### src/bsb_pkg.sv
// ----------------------------------------------------------------------------
// bsb_pkg: shared constants and types for the brush stamp pixel blend
// Widths, reset values, register indexes and the pipeline control bundle.
// ----------------------------------------------------------------------------
package bsb_pkg;

	// coordinate width of the stamp pixel position (8 to 16)
	localparam int CoordBits = 14;
	// image dimension register width
	localparam int DimBits   = 13;
	// width used for the bounds compare
	localparam int CmpBits   = (CoordBits > DimBits) ? CoordBits : DimBits;

	localparam int ColBits    = 8;
	localparam int PressBits  = 17;
	localparam int WeightBits = 24;
	localparam int ProdBits   = 33;
	localparam int SumBits    = 16;
	localparam int RecipBits  = 16;
	localparam int RecipShift = 23;
	localparam int IdxBits    = 3;
	localparam int CfgBits    = DimBits;

	// pressure of one in Q1.16
	localparam logic [PressBits-1:0] PressOne = 17'h10000;
	// ceil(2^23 / 255): exact floor division by 255 for values below 66052
	localparam logic [RecipBits-1:0] Recip255 = 16'd32897;
	localparam logic [DimBits-1:0]   DimReset = 13'd1024;

	typedef enum logic [IdxBits-1:0] {
		RegBrushRed    = 3'd0,
		RegBrushGreen  = 3'd1,
		RegBrushBlue   = 3'd2,
		RegImageWidth  = 3'd3,
		RegImageHeight = 3'd4,
		RegPixelFormat = 3'd5
	} cfg_reg_t;

	typedef enum logic {
		FmtRgb24   = 1'b0,
		FmtDepth32 = 1'b1
	} pix_fmt_t;

	typedef struct packed {
		logic [ColBits-1:0] brush_red;
		logic [ColBits-1:0] brush_green;
		logic [ColBits-1:0] brush_blue;
		logic [DimBits-1:0] image_width;
		logic [DimBits-1:0] image_height;
		pix_fmt_t           pixel_format;
	} cfg_t;

	// stage load enables for the colour channel pipes
	typedef struct packed {
		logic s3;
		logic s4;
		logic s5;
	} pipe_en_t;

endpackage

### src/bsb_cfg.sv
// ----------------------------------------------------------------------------
// bsb_cfg: configuration register file
// Holds paint colour, image size and pixel format; written by index.
// ----------------------------------------------------------------------------
module bsb_cfg (
	input  logic                              clk,
	input  logic                              arst_n,
	input  logic                              cfg_write,
	input  logic [bsb_pkg::IdxBits-1:0]       cfg_index,
	input  logic [bsb_pkg::CfgBits-1:0]       cfg_data,
	output bsb_pkg::cfg_t                     cfg
);

	bsb_pkg::cfg_t cfg_q;

	// write the addressed register, drop unknown indexes
	always_ff @(posedge clk or negedge arst_n) begin
		if (!arst_n) begin
			cfg_q.brush_red    <= '0;
			cfg_q.brush_green  <= '0;
			cfg_q.brush_blue   <= '0;
			cfg_q.image_width  <= bsb_pkg::DimReset;
			cfg_q.image_height <= bsb_pkg::DimReset;
			cfg_q.pixel_format <= bsb_pkg::FmtRgb24;
		end else if (cfg_write) begin
			unique case (bsb_pkg::cfg_reg_t'(cfg_index))
				bsb_pkg::RegBrushRed:    cfg_q.brush_red    <= cfg_data[bsb_pkg::ColBits-1:0];
				bsb_pkg::RegBrushGreen:  cfg_q.brush_green  <= cfg_data[bsb_pkg::ColBits-1:0];
				bsb_pkg::RegBrushBlue:   cfg_q.brush_blue   <= cfg_data[bsb_pkg::ColBits-1:0];
				bsb_pkg::RegImageWidth:  cfg_q.image_width  <= cfg_data[bsb_pkg::DimBits-1:0];
				bsb_pkg::RegImageHeight: cfg_q.image_height <= cfg_data[bsb_pkg::DimBits-1:0];
				bsb_pkg::RegPixelFormat: cfg_q.pixel_format <= bsb_pkg::pix_fmt_t'(cfg_data[0]);
				default: ;
			endcase
		end
	end

	assign cfg = cfg_q;

endmodule

### src/bsb_chan.sv
// ----------------------------------------------------------------------------
// bsb_chan: one colour channel of the blend, stages 3 to 5
// old + floor((brush - old) * W / (255 * 2^16)), via shift and reciprocal.
// ----------------------------------------------------------------------------
module bsb_chan (
	input  logic                                 clk,
	input  bsb_pkg::pipe_en_t                    en,
	input  logic signed [bsb_pkg::ColBits:0]     diff_s2,
	input  logic [bsb_pkg::WeightBits-1:0]       w_s2,
	input  logic [bsb_pkg::ColBits-1:0]          old_s2,
	input  logic                                 blend_s4,
	output logic [bsb_pkg::ColBits-1:0]          chan_s5
);

	localparam int FullBits = bsb_pkg::ColBits + 1 + bsb_pkg::WeightBits + 1;
	localparam int ShBits   = bsb_pkg::ProdBits - 16;

	logic signed [FullBits-1:0]              prod_full;
	logic signed [bsb_pkg::ProdBits-1:0]     prod_s3;
	logic [bsb_pkg::ColBits-1:0]             old_s3;
	logic [bsb_pkg::SumBits-1:0]             old_x255;
	logic [ShBits-1:0]                       prod_sh;
	logic [bsb_pkg::SumBits+1:0]             sum;
	logic [bsb_pkg::SumBits-1:0]             y_s4;
	logic [bsb_pkg::ColBits-1:0]             old_s4;
	logic [bsb_pkg::SumBits+bsb_pkg::RecipBits-1:0] quot;

	// weighted colour difference
	assign prod_full = diff_s2 * $signed({1'b0, w_s2});

	always_ff @(posedge clk) begin
		if (en.s3) begin
			prod_s3 <= prod_full[bsb_pkg::ProdBits-1:0];
			old_s3  <= old_s2;
		end
	end

	// drop the 2^16 part of the divisor (floor), put the old value back on
	assign old_x255 = {old_s3, 8'h00} - {8'h00, old_s3};
	assign prod_sh  = prod_s3[bsb_pkg::ProdBits-1:16];
	assign sum      = {2'b00, old_x255} + {prod_sh[ShBits-1], prod_sh};

	always_ff @(posedge clk) begin
		if (en.s4) begin
			y_s4   <= sum[bsb_pkg::SumBits-1:0];
			old_s4 <= old_s3;
		end
	end

	// divide by 255 through the reciprocal
	assign quot = y_s4 * bsb_pkg::Recip255;

	always_ff @(posedge clk) begin
		if (en.s5) begin
			chan_s5 <= blend_s4
				? quot[bsb_pkg::RecipShift +: bsb_pkg::ColBits] : old_s4;
		end
	end

endmodule

### src/brush_stamp_pixel_blend_top.sv
// ----------------------------------------------------------------------------
// brush_stamp_pixel_blend_top: brush stamp pixel blend
// Depth-tested, pressure-weighted paint of one image pixel per word.
// ----------------------------------------------------------------------------
// Usage:
//   Input channel (in_valid / in_stall) carries one stamp pixel per word:
//   coordinates, pattern level, stored depth, mask, old RGB and pressure.
//   Output channel (out_valid / out_stall) returns one word per input word
//   with the colour and depth to write back and a painted flag.
//   Configuration is a plain write port (cfg_write, cfg_index, cfg_data);
//   write it only while no word is in flight.
//   One word per cycle is accepted while in_stall is low; five register
//   stages run in a row: decode, weight multiply, channel multiply,
//   floor sum, reciprocal multiply into the output stage.
//   Each stage loads when it is empty or the next one loads, so bubbles
//   close up while the receiver stalls; in_stall rises only when all five
//   stages hold words and out_stall is high. Nothing is lost or repeated.
//   Reset clears all stage valid bits and sets the registers to black
//   paint, a 1024 x 1024 image and 24-bit mode.
// ----------------------------------------------------------------------------
module brush_stamp_pixel_blend_top (
	input  logic                                   clk,
	input  logic                                   arst_n,
	input  logic                                   cfg_write,
	input  logic [bsb_pkg::IdxBits-1:0]            cfg_index,
	input  logic [bsb_pkg::CfgBits-1:0]            cfg_data,
	input  logic                                   in_valid,
	output logic                                   in_stall,
	input  logic signed [bsb_pkg::CoordBits-1:0]   pixel_col,
	input  logic signed [bsb_pkg::CoordBits-1:0]   pixel_row,
	input  logic [bsb_pkg::ColBits-1:0]            pattern_level,
	input  logic [bsb_pkg::ColBits-1:0]            depth_in,
	input  logic                                   mask_set,
	input  logic [bsb_pkg::ColBits-1:0]            old_red,
	input  logic [bsb_pkg::ColBits-1:0]            old_green,
	input  logic [bsb_pkg::ColBits-1:0]            old_blue,
	input  logic [bsb_pkg::PressBits-1:0]          stroke_pressure,
	output logic                                   out_valid,
	input  logic                                   out_stall,
	output logic [bsb_pkg::ColBits-1:0]            new_red,
	output logic [bsb_pkg::ColBits-1:0]            new_green,
	output logic [bsb_pkg::ColBits-1:0]            new_blue,
	output logic [bsb_pkg::ColBits-1:0]            depth_out,
	output logic                                   was_painted
);

	localparam int Cb = bsb_pkg::ColBits;

	bsb_pkg::cfg_t     cfg;
	bsb_pkg::pipe_en_t chan_en;

	logic valid_s1, valid_s2, valid_s3, valid_s4, valid_s5;
	logic en_s1, en_s2, en_s3, en_s4, en_s5;

	logic                           col_in, row_in, paint_d;
	logic [bsb_pkg::PressBits-1:0]  press_d;

	logic                           paint_s1, blend_s1;
	logic [Cb-1:0]                  depth_s1, dz_s1;
	logic [bsb_pkg::PressBits-1:0]  press_s1;
	logic signed [Cb:0]             diff_r_s1, diff_g_s1, diff_b_s1;
	logic [Cb-1:0]                  old_r_s1, old_g_s1, old_b_s1;

	logic [bsb_pkg::PressBits+Cb-1:0] w_full;
	logic [bsb_pkg::WeightBits-1:0]   w_s2;
	logic                             paint_s2, blend_s2;
	logic [Cb-1:0]                    depth_s2;
	logic signed [Cb:0]               diff_r_s2, diff_g_s2, diff_b_s2;
	logic [Cb-1:0]                    old_r_s2, old_g_s2, old_b_s2;

	logic          paint_s3, blend_s3, paint_s4, blend_s4, paint_s5;
	logic [Cb-1:0] depth_s3, depth_s4, depth_s5;

	bsb_cfg u_cfg (
		.clk       (clk),
		.arst_n    (arst_n),
		.cfg_write (cfg_write),
		.cfg_index (cfg_index),
		.cfg_data  (cfg_data),
		.cfg       (cfg)
	);

	// stage enables: load when empty or when the next stage loads
	assign en_s5 = !valid_s5 || !out_stall;
	assign en_s4 = !valid_s4 || en_s5;
	assign en_s3 = !valid_s3 || en_s4;
	assign en_s2 = !valid_s2 || en_s3;
	assign en_s1 = !valid_s1 || en_s2;
	assign in_stall = !en_s1;

	assign chan_en.s3 = en_s3;
	assign chan_en.s4 = en_s4;
	assign chan_en.s5 = en_s5;

	// advance valid bits
	always_ff @(posedge clk or negedge arst_n) begin
		if (!arst_n) begin
			valid_s1 <= 1'b0;
			valid_s2 <= 1'b0;
			valid_s3 <= 1'b0;
			valid_s4 <= 1'b0;
			valid_s5 <= 1'b0;
		end else begin
			if (en_s1) valid_s1 <= in_valid;
			if (en_s2) valid_s2 <= valid_s1;
			if (en_s3) valid_s3 <= valid_s2;
			if (en_s4) valid_s4 <= valid_s3;
			if (en_s5) valid_s5 <= valid_s4;
		end
	end

	// bounds, mask and depth test; negative coordinates are outside
	assign col_in = !pixel_col[bsb_pkg::CoordBits-1] &&
		(bsb_pkg::CmpBits'(unsigned'(pixel_col)) < bsb_pkg::CmpBits'(cfg.image_width));
	assign row_in = !pixel_row[bsb_pkg::CoordBits-1] &&
		(bsb_pkg::CmpBits'(unsigned'(pixel_row)) < bsb_pkg::CmpBits'(cfg.image_height));
	assign paint_d = col_in && row_in && mask_set && (pattern_level > depth_in);

	// saturate pressure to one
	assign press_d = (stroke_pressure > bsb_pkg::PressOne) ? bsb_pkg::PressOne
		: stroke_pressure;

	// stage 1: decode the pixel
	always_ff @(posedge clk) begin
		if (en_s1) begin
			paint_s1  <= paint_d;
			blend_s1  <= paint_d && (cfg.pixel_format == bsb_pkg::FmtRgb24);
			depth_s1  <= paint_d ? pattern_level : depth_in;
			dz_s1     <= pattern_level - depth_in;
			press_s1  <= press_d;
			diff_r_s1 <= $signed({1'b0, cfg.brush_red})   - $signed({1'b0, old_red});
			diff_g_s1 <= $signed({1'b0, cfg.brush_green}) - $signed({1'b0, old_green});
			diff_b_s1 <= $signed({1'b0, cfg.brush_blue})  - $signed({1'b0, old_blue});
			old_r_s1  <= old_red;
			old_g_s1  <= old_green;
			old_b_s1  <= old_blue;
		end
	end

	// stage 2: blend weight, at most 255 * 2^16
	assign w_full = press_s1 * dz_s1;

	always_ff @(posedge clk) begin
		if (en_s2) begin
			w_s2      <= w_full[bsb_pkg::WeightBits-1:0];
			paint_s2  <= paint_s1;
			blend_s2  <= blend_s1;
			depth_s2  <= depth_s1;
			diff_r_s2 <= diff_r_s1;
			diff_g_s2 <= diff_g_s1;
			diff_b_s2 <= diff_b_s1;
			old_r_s2  <= old_r_s1;
			old_g_s2  <= old_g_s1;
			old_b_s2  <= old_b_s1;
		end
	end

	// carry flags and depth alongside the channel pipes
	always_ff @(posedge clk) begin
		if (en_s3) begin
			paint_s3 <= paint_s2;
			blend_s3 <= blend_s2;
			depth_s3 <= depth_s2;
		end
		if (en_s4) begin
			paint_s4 <= paint_s3;
			blend_s4 <= blend_s3;
			depth_s4 <= depth_s3;
		end
		if (en_s5) begin
			paint_s5 <= paint_s4;
			depth_s5 <= depth_s4;
		end
	end

	bsb_chan u_chan_red (
		.clk      (clk),
		.en       (chan_en),
		.diff_s2  (diff_r_s2),
		.w_s2     (w_s2),
		.old_s2   (old_r_s2),
		.blend_s4 (blend_s4),
		.chan_s5  (new_red)
	);

	bsb_chan u_chan_green (
		.clk      (clk),
		.en       (chan_en),
		.diff_s2  (diff_g_s2),
		.w_s2     (w_s2),
		.old_s2   (old_g_s2),
		.blend_s4 (blend_s4),
		.chan_s5  (new_green)
	);

	bsb_chan u_chan_blue (
		.clk      (clk),
		.en       (chan_en),
		.diff_s2  (diff_b_s2),
		.w_s2     (w_s2),
		.old_s2   (old_b_s2),
		.blend_s4 (blend_s4),
		.chan_s5  (new_blue)
	);

	assign out_valid   = valid_s5;
	assign depth_out   = depth_s5;
	assign was_painted = paint_s5;

endmodule

### config.mk
export PLATFORM = sky130hd
export DESIGN_NAME = brush_stamp_pixel_blend_top
export DESIGN_NICKNAME = d
export VERILOG_FILES = /design/src/bsb_pkg.sv /design/src/bsb_cfg.sv /design/src/bsb_chan.sv /design/src/brush_stamp_pixel_blend_top.sv
export SDC_FILE = /design/constraint.sdc
export NUM_CORES = 2
export LEC_CHECK = 0
export BUFFER_PORTS_ARGS = -buffer_cell sky130_fd_sc_hd__buf_2
export CORE_MARGIN = 8
export CORE_UTILIZATION = 50
export CTS_CLUSTER_SIZE = 12
export DETAILED_ROUTE_END_ITERATION = 6
export GPL_TIMING_DRIVEN = 0
export PLACE_DENSITY = 0.69
export SLEW_MARGIN = 20
export SYNTH_ARGS = -nofsm -noshare
export SYNTH_HDL_FRONTEND = slang
export SYNTH_SLANG_ARGS = --single-unit
### constraint.sdc
create_clock -name clk -period 8.7 [get_ports clk]
set_clock_uncertainty 0.2 [all_clocks]
set_input_delay 2.175 -clock clk [delete_from_list [all_inputs] [get_ports clk]]
set_output_delay 2.175 -clock clk [all_outputs]
set_load 0.02 [all_outputs]
**Word level (Yosys, flattened, before mapping)**

Cells that the tools add are included.

- $add $sub $neg: 10
- Multipliers: 7
- Magnitude comparators: 4
- Equal/unequal tests: 5
- Mux-type cells: 4
- Bitwise logic cells: 1
- Reductions and logical operators: 27

Operators by type and width:

| kind | number |
|---|---|
| $mul 9x25->32 | 3 |
| $mul 16x16->31 const B | 3 |
| $add 16x16->16 | 3 |
| $sub 16x8->16 | 3 |
| $mux 8 | 4 |
| $lt 14x13->1 | 2 |
| $sub 8x8->9 | 3 |
| $mul 17x8->24 | 1 |
| $gt 17x17->1 const B | 1 |
| $reduce_and 2->1 | 6 |
| $logic_not 1->1 | 9 |
| $gt 8x8->1 | 1 |
| $sub 8x8->8 | 1 |
| $eq 3x2->1 const B | 2 |
| $eq 3x3->1 const B | 2 |
| $logic_and 1x1->1 | 6 |
| $logic_or 1x1->1 | 5 |
| $eq 3x1->1 const B | 1 |
| $logic_not 3->1 | 1 |
| $not 1->1 | 1 |

- Register bits after elaboration: 472
- Input bits: 107

**Longest topological paths before layout**

- Word-level depth: 7
- Depth in mapped cells: 20
- Mapped depth without buffers: 19

**Modules after synthesis**

Synthesis repeated with hierarchy kept, for this count alone.

- Cell total of the unflattened synthesis: 3974
- Area, all modules: 44467.6 um^2

Modules (own cells, without submodules):

| module | instances | cells each | area an instance (um^2) | sequential area each (um^2) |
|---|---|---|---|---|
| brush_stamp_pixel_blend_top | 1 | 1029 | 12668.4 | 6130.9 |
| bsb_chan at u_chan_blue | 1 | 967 | 10123.5 | 1681.6 |
| bsb_chan at u_chan_red | 1 | 945 | 9947.0 | 1681.6 |
| bsb_chan at u_chan_green | 1 | 921 | 9764.4 | 1681.6 |
| bsb_cfg | 1 | 112 | 1964.4 | 1278.7 |

**Worst setup path after synthesis**

No wires, ideal clock.

- Path type: input port to output port
- Start: input port out_stall
- End: output port in_stall
- Data arrival time: 5771 ps
- Data required time: 6325 ps
- Path slack: 554 ps
- Stages: 3
- Buffers on the path: 0
- Cells stage by stage: and3_1 nand4_1 inv_1

- Longest elaborated chain between the ends: 7

Ends and longest elaborated chain:

| element | RTL line | source |
|---|---|---|
| from (decl) | brush_stamp_pixel_blend_top.sv:39 | `input logic out_stall,` |
| $logic_not 1->1 | brush_stamp_pixel_blend_top.sv:84 | `assign en_s5 = !valid_s5 \|\| !out_stall;` |
| $logic_or 1x1->1 | brush_stamp_pixel_blend_top.sv:84 |  |
| $logic_or 1x1->1 | brush_stamp_pixel_blend_top.sv:85 | `assign en_s4 = !valid_s4 \|\| en_s5;` |
| $logic_or 1x1->1 | brush_stamp_pixel_blend_top.sv:86 | `assign en_s3 = !valid_s3 \|\| en_s4;` |
| $logic_or 1x1->1 | brush_stamp_pixel_blend_top.sv:87 | `assign en_s2 = !valid_s2 \|\| en_s3;` |
| $logic_or 1x1->1 | brush_stamp_pixel_blend_top.sv:88 | `assign en_s1 = !valid_s1 \|\| en_s2;` |
| $logic_not 1->1 | brush_stamp_pixel_blend_top.sv:89 | `assign in_stall = !en_s1;` |
| to (decl) | brush_stamp_pixel_blend_top.sv:28 | `output logic in_stall,` |

No other way between the ends.

**Final worst setup path**

- Start: register w_s2[7] (netlist name)
- End: register u_chan_red.prod_s3[31] (netlist name), data pin

- Longest elaborated chain between the ends: 1

Ends and longest elaborated chain:

| element | RTL line | source |
|---|---|---|
| from (decl) | brush_stamp_pixel_blend_top.sv:65 | `logic [bsb_pkg::WeightBits-1:0] w_s2;` |
| from (signal assigned) | brush_stamp_pixel_blend_top.sv:145 | `w_s2 <= w_full[bsb_pkg::WeightBits-1:0];` |
| $mul 9x25->32 | bsb_chan.sv:29 | `assign prod_full = diff_s2 * $signed({1'b0, w_s2});` |
| named net u_chan_red.prod_full[31] | bsb_chan.sv:18 | `logic signed [FullBits-1:0] prod_full;` |
| to (signal assigned) | bsb_chan.sv:33 | `prod_s3 <= prod_full[bsb_pkg::ProdBits-1:0];` |
| to (decl) | bsb_chan.sv:19 | `logic signed [bsb_pkg::ProdBits-1:0] prod_s3;` |

The timed path passes the listed nets, and every way through them passes these cells.
A chain may end at the register's enable or synchronous reset.

==> impl_metrics.ini <==
[detailed_routing]
via_per_inst = 5.352
drc = 0
antenna_left = 0
wl_per_cell_um = 19.28
via_count = 28680
drt_iter0_drc = 1839
wl_um = 103300
first_pass_iters = 5

[grt]
grt_max_degree = 60
antenna_found_initial = 13
grt_pass1_wl_um = 163400
track_usage = 0.2123
first_global_vias = 30080
gr-total-overflow = 0

[critical_path]
end_kind = flip-flop
path_buf_inv = 4
cp_data_required_time_ns = 8.82
slowest_delay_ns = 0.68
path_max_fanout = 10
r2r_end = u_chan_red.prod_s3[31]$_DFFE_PP_
crit_type = flip-flop to flip-flop
r2r-start = w_s2[7]$_DFFE_PP_
rr_worst_depth = 20
r2r_setup_slack_ns = 1.88
cp.arrival_ns = 6.94
crit_slowest_cell = edfxtp_1
crit_chain = clkbuf_1 > nand2_1 > fa_1 > inv_1 > fa_1 > inv_1 > fa_1 > inv_1 > fa_1 > fa_1 > ha_1 > nand3_1 > nor4_1 > o31a_1 > o21ai_2 > a2111oi_4 > nor2_2 > o211ai_2 > and4_1 > nor3_2
cp-start-kind = flip-flop
cp_common_cell = fa_1
critPathTopFamily = adder cells

[placement]
dp_hpwl_um = 84670
placed_cell_area_sq_mm = 0.04633
dpl.cell_count = 5270
place.gp.congestion = 0.9306
io_buffer_count = 139

[yosys]
ys.flop_type = edfxtp_1
synth.distinct_cells = 80
synth_edf_count = 368
syn-num-nets = 5221
netlist_area_sq_mm = 0.04397
yosysSeqAreaShare = 0.2833
yosysWarnings = 0
synthCells = 3965
yosys_register_bits = 424
ys_async_sr_fraction = 0.1321
avgSynthCellArea_sq_um = 11.09

[layout]
final_area_sq_mm = 0.04788
fin_nets = 5420
layout-drive-gt1-share = 0.07289
finalNonFillerCells = 5359
area_delta_synth_final_pct = 8.895

[clock_network]
clockBufferDepth = 3
path_clk_slew_ns = 0.06
root_buffer = clkbuf_16
cts_sinks = 424
cts_resized = 0
post-cts-setup-buffers = 0
clk_latency_ns = 0.60
cts_tree = yes
cts-buffers-inserted = 47
htreeDepth = 2
cts_hold_buf = 0

[sta]
finalMaxSlewViolations = 0
period_share = 0.7836
hold_violations = 0
max_freq_ghz = 0.1467
setup_viol = 0
worstMarginPinSlew_ns = 1.014
whs_ns = 0.2129
fin_crit_ns = 6.817
rsz0062_at_grt = no
relSlewSlack = 0.3228

[floorplanning]
dieWidth_um = 312.5
start_util = 0.5053
die_y_um = 312.5
rows = 108
dieArea_sq_mm = 0.09768
boundaryPins = 142
core-area_sq_mm = 0.08702

[hold_path]
worstHoldEndpoint = u_chan_blue.old_s3[4]$_DFFE_PP_
hold_class = flip-flop to flip-flop
hold_depth = 0
worstHoldStart = old_b_s2[4]$_DFFE_PP_

[status]
status = complete, no violations

[flow_run]
cap_violations = 0
-- area by class of cell --
| class | count | area [sq um] |
|---|---|---|
| multi-input cells | 2854 | 28970 |
| well taps | 1155 | 1445 |
| inverters | 565 | 2123 |
| clock buffers | 69 | 1341 |
| clock inverters | 14 | 187.7 |
| repair buffers | 150 | 887.1 |
| plain buffers | 122 | 459.2 |
| flip-flops and latches | 424 | 12450 |
| fillers | 7561 | 39140 |
| diodes | 6 | 15.01 |
-- layout by cell type, fill, tap and decap left out, drive strengths merged, types with 5 or more instances in the layout --
cell and n:
a211oi 10, clkbuf 190, and3 21, fa 558, xor2 43, o21ai 77, o31ai 7, a21boi 5
nor3b 5, nor3 31, a2111oi 9, nor2b 93, diode 6, and2 391, a21o 68, edfxtp 368
a31oi 13, nand2 391, ha 591, o21a 12, inv 566, nand2b 37, xnor2 113, mux2 47
nor4 14, o211ai 13, buf 151, nor2 76, nand3 35, o21bai 13, a21oi 95, or3 7
clkinv 9, dfrtp 54, nand4 17, and4 5
-- kinds of logic after synthesis --
family / share of synthesized area
adder cells (fa/ha/maj): 0.4222
AND/OR/NAND/NOR: 0.1355
buffers and inverters: 0.05868
flip-flops: 0.2833
AO/OA/AOI/OAI: 0.05629
XOR/XNOR: 0.03107
multiplexers: 0.01295
-- registers in the layout (all words and copies together) (netlist names), 16 cells and up --
name / flops
u_chan_green.y_s4: 16
u_chan_red.prod_s3: 16
u_chan_blue.y_s4: 16
u_chan_blue.prod_s3: 16
u_chan_red.y_s4: 16
u_chan_green.prod_s3: 16
w_s2: 24
u_cfg.cfg: 51
press_s1: 17
-- routing by layer --
layer / GRT usage / share of wire
met5: 0 / 0.00012
met3: 0.05511 / 0.091
met2: 0.3426 / 0.46
met4: 0.06983 / 0.036
met1: 0.2791 / 0.42
-- worst register-to-register path: stages, from the launching register on --
cell and delay (ns):
edfxtp_1 0.68, clkbuf_1 0.52, nand2_1 0.17, fa_1 0.56, inv_1 0.05, fa_1 0.49
inv_1 0.05, fa_1 0.53, inv_1 0.05, fa_1 0.40, fa_1 0.48, ha_1 0.31
nand3_1 0.08, nor4_1 0.31, o31a_1 0.43, o21ai_2 0.14, a2111oi_4 0.45, nor2_2 0.11
o211ai_2 0.25, and4_1 0.23, nor3_2 0.05
-- stage by stage --
stage / setup TNS (ns) / setup WS, ns / utilization
after floorplan: 0 / 0.5543 / -
after global placement: -0.8421 / -0.8421 / 0.5299
after detailed placement: 0 / 2.016 / 0.5324
after CTS: 0 / 1.984 / 0.5500
after global routing: 0 / 1.645 / 0.5501
final: 0 / 1.883 / 0.5502
-- synth_stat cells, drive strengths merged (7+ instances only) --
| cell type | n | area share |
|---|---|---|
| nand2b | 37 | 0.0053 |
| ha | 591 | 0.17 |
| clkbuf | 121 | 0.010 |
| a2111oi | 9 | 0.0022 |
| and2 | 391 | 0.056 |
| xor2 | 43 | 0.0086 |
| o21a | 12 | 0.0020 |
| dfrtp | 54 | 0.031 |
| a31oi | 13 | 0.0025 |
| inv | 565 | 0.048 |
| nand3 | 35 | 0.0040 |
| o211ai | 13 | 0.0024 |
| fa | 558 | 0.25 |
| nor2b | 93 | 0.013 |
| o21bai | 13 | 0.0023 |
| o21ai | 77 | 0.0090 |
| a211oi | 10 | 0.0017 |
| mux2 | 47 | 0.012 |
| a21oi | 95 | 0.012 |
| nor3 | 31 | 0.0036 |
| o31ai | 7 | 0.0012 |
| or3 | 7 | 0.0010 |
| xnor2 | 113 | 0.023 |
| a21o | 68 | 0.012 |
| nor4 | 14 | 0.0021 |
| nand2 | 391 | 0.033 |
| and3 | 21 | 0.0030 |
| edfxtp | 368 | 0.25 |
| nand4 | 17 | 0.0024 |
| nor2 | 76 | 0.0065 |
-- worst max path at each step --
stage / endpoint / slack (ns) / start / depth (start not counted)
5_1_grt: u_chan_blue.prod_s3[30]$_DFFE_PP_ / 1.65 / w_s2[8]$_DFFE_PP_ / 18
4_1_cts: u_chan_red.prod_s3[31]$_DFFE_PP_ / 1.98 / w_s2[7]$_DFFE_PP_ / 20
3_3_place_gp: in_stall / -0.84 / out_stall / 5
6_report: u_chan_red.prod_s3[31]$_DFFE_PP_ / 1.88 / w_s2[7]$_DFFE_PP_ / 20
3_5_place_dp: u_chan_red.prod_s3[31]$_DFFE_PP_ / 2.02 / w_s2[7]$_DFFE_PP_ / 20
2_1_floorplan: in_stall / 0.55 / out_stall / 3
Power is not shown: default switching activity piles up to over one toggle a cycle in this logic, so the estimate is an artifact.
